### src/design/ofc_pkg.sv
`default_nettype none
// ----------------------------------------------------------------------------
// ofc_pkg
// Shared types, constants and saturation helpers for the outgoing flux clamp.
// ----------------------------------------------------------------------------
package ofc_pkg;
  localparam int DIM_DEFAULT = 3;
  localparam int DATA_WIDTH_DEFAULT = 32;
  localparam int NFACES = 6;
  localparam int FRAC_W = 17;
  localparam int OSUM_W = 32;
  localparam int OVER_W = 49;
  localparam logic [FRAC_W-1:0] ONE_Q16 = 17'd65536;

  typedef enum logic [2:0] {
    REG_TIME_STEP = 3'd0,
    REG_INV_DX_X  = 3'd1,
    REG_INV_DX_Y  = 3'd2,
    REG_INV_DX_Z  = 3'd3,
    REG_FLOOR     = 3'd4
  } reg_index_t;

  typedef struct packed {
    logic signed [31:0] cell_value;
    logic signed [31:0] flux_lo_x;
    logic signed [31:0] flux_hi_x;
    logic signed [31:0] flux_lo_y;
    logic signed [31:0] flux_hi_y;
    logic signed [31:0] flux_lo_z;
    logic signed [31:0] flux_hi_z;
    logic [5:0]         neumann_faces;
  } cell_beat_t;

  typedef struct packed {
    logic [FRAC_W-1:0]  overshoot_fraction;
    logic signed [31:0] delta_lo_x;
    logic signed [31:0] delta_hi_x;
    logic signed [31:0] delta_lo_y;
    logic signed [31:0] delta_hi_y;
    logic signed [31:0] delta_lo_z;
    logic signed [31:0] delta_hi_z;
    logic [5:0]         delta_written;
    logic signed [31:0] rhs_adjust;
  } result_beat_t;

  typedef struct packed {
    logic [30:0]        time_step;
    logic [30:0]        inv_dx_x;
    logic [30:0]        inv_dx_y;
    logic [30:0]        inv_dx_z;
    logic signed [31:0] floor_value;
  } cfg_t;

  function automatic logic [31:0] vmax(input int satw);
    vmax = (32'd1 << (satw - 1)) - 32'd1;
  endfunction

  // saturate magnitude product (>>16) to vmax
  function automatic logic [31:0] magsat(input logic [63:0] p, input int satw);
    logic [63:0] s;
    logic [31:0] m;
    s = p >> 16;
    m = vmax(satw);
    magsat = (s > {32'd0, m}) ? m : s[31:0];
  endfunction
endpackage
`default_nettype wire

### src/design/ofc_div.sv
`default_nettype none
// ----------------------------------------------------------------------------
// ofc_div
// Pipelined restoring divider, one quotient bit per stage, 17 quotient bits.
// ----------------------------------------------------------------------------
module ofc_div import ofc_pkg::*; #(
  parameter type tag_t = logic
) (
  input  wire logic              clk,
  input  wire logic              rst,
  input  wire logic              en,
  input  wire logic              in_valid,
  input  wire logic              in_do,
  input  wire logic [OVER_W-1:0] in_num,
  input  wire logic [OSUM_W-1:0] in_den,
  input  wire logic [FRAC_W-1:0] in_frac,
  input  wire tag_t              in_tag,
  output logic                   out_valid,
  output logic [FRAC_W-1:0]      out_frac,
  output tag_t                   out_tag
);
  localparam int N = FRAC_W;
  logic [N:0]           v;
  logic [N:0]           d;
  logic [OVER_W-1:0]    rem [N+1];
  logic [OSUM_W-1:0]    den [N+1];
  logic [FRAC_W-1:0]    q   [N+1];
  tag_t                 tg  [N+1];

  always_comb begin
    v[0] = in_valid; d[0] = in_do; rem[0] = in_num; den[0] = in_den;
    q[0] = in_frac; tg[0] = in_tag;
  end

  for (genvar i = 0; i < N; i++) begin : g_st
    localparam int B = N - 1 - i;
    logic [OVER_W+N-1:0] dsh;
    logic                ge;
    assign dsh = {{(OVER_W+N-OSUM_W){1'b0}}, den[i]} << B;
    assign ge = {{N{1'b0}}, rem[i]} >= dsh;
    always_ff @(posedge clk) begin
      if (rst) begin
        v[i+1] <= 1'b0;
      end else if (en) begin
        v[i+1] <= v[i];
      end
      if (en) begin
        d[i+1] <= d[i];
        den[i+1] <= den[i];
        tg[i+1] <= tg[i];
        if (d[i] && ge) begin
          rem[i+1] <= rem[i] - dsh[OVER_W-1:0];
          q[i+1] <= q[i] | (FRAC_W'(1) << B);
        end else begin
          rem[i+1] <= rem[i];
          q[i+1] <= q[i];
        end
      end
    end
  end

  assign out_valid = v[N];
  assign out_frac = q[N];
  assign out_tag = tg[N];
endmodule
`default_nettype wire
### config.mk
export PLATFORM = sky130hd
export DESIGN_NAME = ofc_div
export DESIGN_NICKNAME = d
export VERILOG_FILES = /design/src/design/ofc_pkg.sv /design/src/design/ofc_div.sv
export SDC_FILE = /design/constraint.sdc
export NUM_CORES = 2
export LEC_CHECK = 0
export ABC_AREA = 0
export BUFFER_PORTS_ARGS = -buffer_cell sky130_fd_sc_hd__buf_2
export CORE_ASPECT_RATIO = 0.8
export CORE_MARGIN = 2
export CORE_UTILIZATION = 45
export DETAILED_ROUTE_END_ITERATION = 16
export PLACE_DENSITY = 0.69
export SYNTH_ARGS = -nofsm -noshare
export SYNTH_HDL_FRONTEND = slang
export SYNTH_SLANG_ARGS = --single-unit
### constraint.sdc
create_clock -name clk -period 5.2 [get_ports clk]
set_clock_uncertainty 0.1 [all_clocks]
set_input_delay 1.3 -clock clk [delete_from_list [all_inputs] [get_ports clk]]
set_output_delay 1.3 -clock clk [all_outputs]
set_load 0.01 [all_outputs]
==> impl_metrics.toml <==
[synthesis]
synth_seq_cells = 1635
synthArstFlopShare_pct = 0
synth_edf_count = 1618
netlist_instances = 7640
synth_fp_nets = 8304
ys.flop_type = "edfxtp_1"
yosysSeqAreaShare_pct = 55.9
avgSynthCellArea_um2 = 11.5
synth_mux_area_share_pct = 1.92
netlist_area_um2 = 87600
synth-simple-area-share_pct = 10.9
synthXorXnorAreaFrac_pct = 5.75
synth_warnings = 0
synth_cell_types = 104
synth_fa_ha_area_share_pct = 8.14
synth_top_family_by_area = "compound AO/OA/AOI/OAI gates"
synth_compound_area_share_pct = 13.5

[floorplanning]
die-area_um2 = 198000
ios = 123
die_h_um = 399
rows = 144
core_um2 = 193000
die_x_um = 497
initial_core_util_pct = 45.4

[clock_tree]
cts_root_buffer = "clkbuf_16"
holdBufCountCts = 0
htree_levels = 4
post_cts_buffers = 0
cts_tree = "built"
clk_pin_slew_worst_paths_ns = 0.06
clock-sinks = 1635
cts_inserted_buffers = 172
cts_max_path_buffers = 3
clkLatencyLatePin_ns = 0.81
cts_resized = 0

[detailed_routing]
drtIter0Drc = 3649
drt.antenna.violating_nets = 0
wire_per_inst_um = 18.2
vias_per_cell = 5.48
vias = 57600
drc = 0
routed_wl_um = 191000
first_pass_iters = 7

[place]
dp_slack_ns = 0.396
gp_congestion = 0.984
dp_hpwl_um = 146000
io_buffers = 122
dp_cells = 10200
place_area_um2 = 91500

[sta]
max_freq_mhz = 226
setup_tns_ns = 0
setup-violations-final = 0
min_period_ns = 4.42
finalMaxSlewViolations = 0
slew_headroom_pct = 9.22
hold_ws_ns = 0.307
post-route-period-util_pct = 85.1
hold_violations = 0
worst_pin_slew_ns = 1.35
setup_ws_ns = 0.775
rsz0062_at_grt = "no"

[critical_path]
crit_family = "compound AO/OA/AOI/OAI gates"
critPathLaunchType = "flop"
path_cells = "inv_1, ha_1, inv_1, fa_1, a21oi_1, o21ai_0, a211oi_1, a21boi_0, o21ai_0, o31a_1, o31ai_1, nand3_2, buf_12, mux2_2"
path_class = "flop to flop"
required_ns = 5.66
slowest_delay_ns = 0.52
cp_num_buf_inv = 3
cp_max_fo = 60
crit_path_end_kind = "flop"
slowest_stage = "o21ai_0"
crit_arrival_ns = 4.88

[layout]
area_growth_pct = 11.1
final_cell_mix = "edfxtp_1, inv_1, nand2_1, a21oi_1, ha_1"
instances_no_fill = 10500
drive_above_1_share_pct = 8.50
final_nets = 8464
final_core_util_pct = 50.4
final_common_cell = "edfxtp_1"
fin_area_um2 = 97300

[global_routing]
grt_pass1_vias = 58200
antenna_found_initial = 1
overflow = 0
grt_first_pass_wirelength_um = 307000
grtUsageTotal_pct = 19.2
grt_max_degree = 121

[run_status]
status = "finished clean"

[power_and_ir_drop]
power-per-cell-area_nw_per_um2 = 410
p_leak_nw = 38.5
power.total_mw = 39.9
vdd_drop_max_uv = 407

[min_path]
hold_path.class = "flop to flop"

[run]
drv_cap = 0
-- sequential cells by signal, summed over array words and instances (netlist names) --
signal and count:
den 512, q 272, d 16, out_valid 1, v 16, out_tag 1
rem 784, tg 16, out_frac 17
-- cells by family (layout without fill, tap and decap cells) --
logic type | Yosys count | after routing
buffers and inverters | 885 | 1186
adder cells (fa/ha/maj) | 560 | 560
flip-flops | 1635 | 1635
XOR/XNOR | 574 | 574
multiplexers | 152 | 152
other | 0 | 1
AO/OA/AOI/OAI | 1882 | 1882
AND/OR/NAND/NOR | 1952 | 1952
-- routing by layer --
metal	wire, µm	vias up	track usage [%]	share of wire (%)
li1	-	28500	-	-
met1	76400	27100	21.4	40
met2	96200	1401	35.0	50
met3	6740	516	2.71	3.5
met4	11800	0	11.2	6.2
met5	0	-	0	0
-- worst reg2reg max path, cell delays in order, from the launching register on --
cell	delay, ns
edfxtp_1	0.38
inv_1	0.07
ha_1	0.16
inv_1	0.05
fa_1	0.40
a21oi_1	0.25
o21ai_0	0.16
a211oi_1	0.49
a21boi_0	0.27
o21ai_0	0.53
o31a_1	0.36
o31ai_1	0.14
nand3_2	0.16
buf_12	0.24
mux2_2	0.43
-- synth_stat cells (49+ instances only) --
cell type / instances / area [µm²]
nor4_1: 104 / 651
nor2_1: 473 / 1780
a211oi_1: 57 / 428
a21oi_1: 549 / 2750
nand4_1: 116 / 726
nand2_1: 601 / 2260
o21a_1: 65 / 488
nand3_1: 120 / 601
xor2_1: 273 / 2390
inv_1: 664 / 2490
nor3_1: 98 / 490
o21ai_0: 494 / 2470
o21bai_1: 51 / 383
edfxtp_1: 1618 / 48600
ha_1: 544 / 6810
buf_2: 49 / 245
a31oi_1: 63 / 394
mux2_2: 124 / 1400
nand2b_1: 97 / 607
nor2b_1: 80 / 500
xnor2_1: 300 / 2630
clkbuf_1: 138 / 518
a21o_1: 259 / 1940
-- layout make-up --
type,count,area [µm²]
diodes,1,2.50
clock buffers,204,4450
clock inverters,111,1330
fillers,16600,95600
inverters,664,2490
multi-input cells,5120,35300
flip-flops and latches,1635,48900
well taps,2555,3200
repair buffers,207,1610
-- path summary, 6_finish.rpt --
path | slack [ns] | depth (start not counted) | to | from
hold / removal | 0.31 | 0 | q[242] | q[259]
setup reg to reg | 0.78 | 14 | rem[651] | rem[699]
setup / recovery | 0.78 | 14 | rem[651] | rem[699]
hold reg to reg | 0.31 | 0 | q[242] | q[259]
-- where the power goes --
part	switching, mW	leakage, nW	internal, mW
clock network	5.25	2.76	7.17
registers	0.902	16.0	16.4
logic	5.91	19.8	4.25
total	12.1	38.5	27.8
Power figures use the tool's default switching activity.
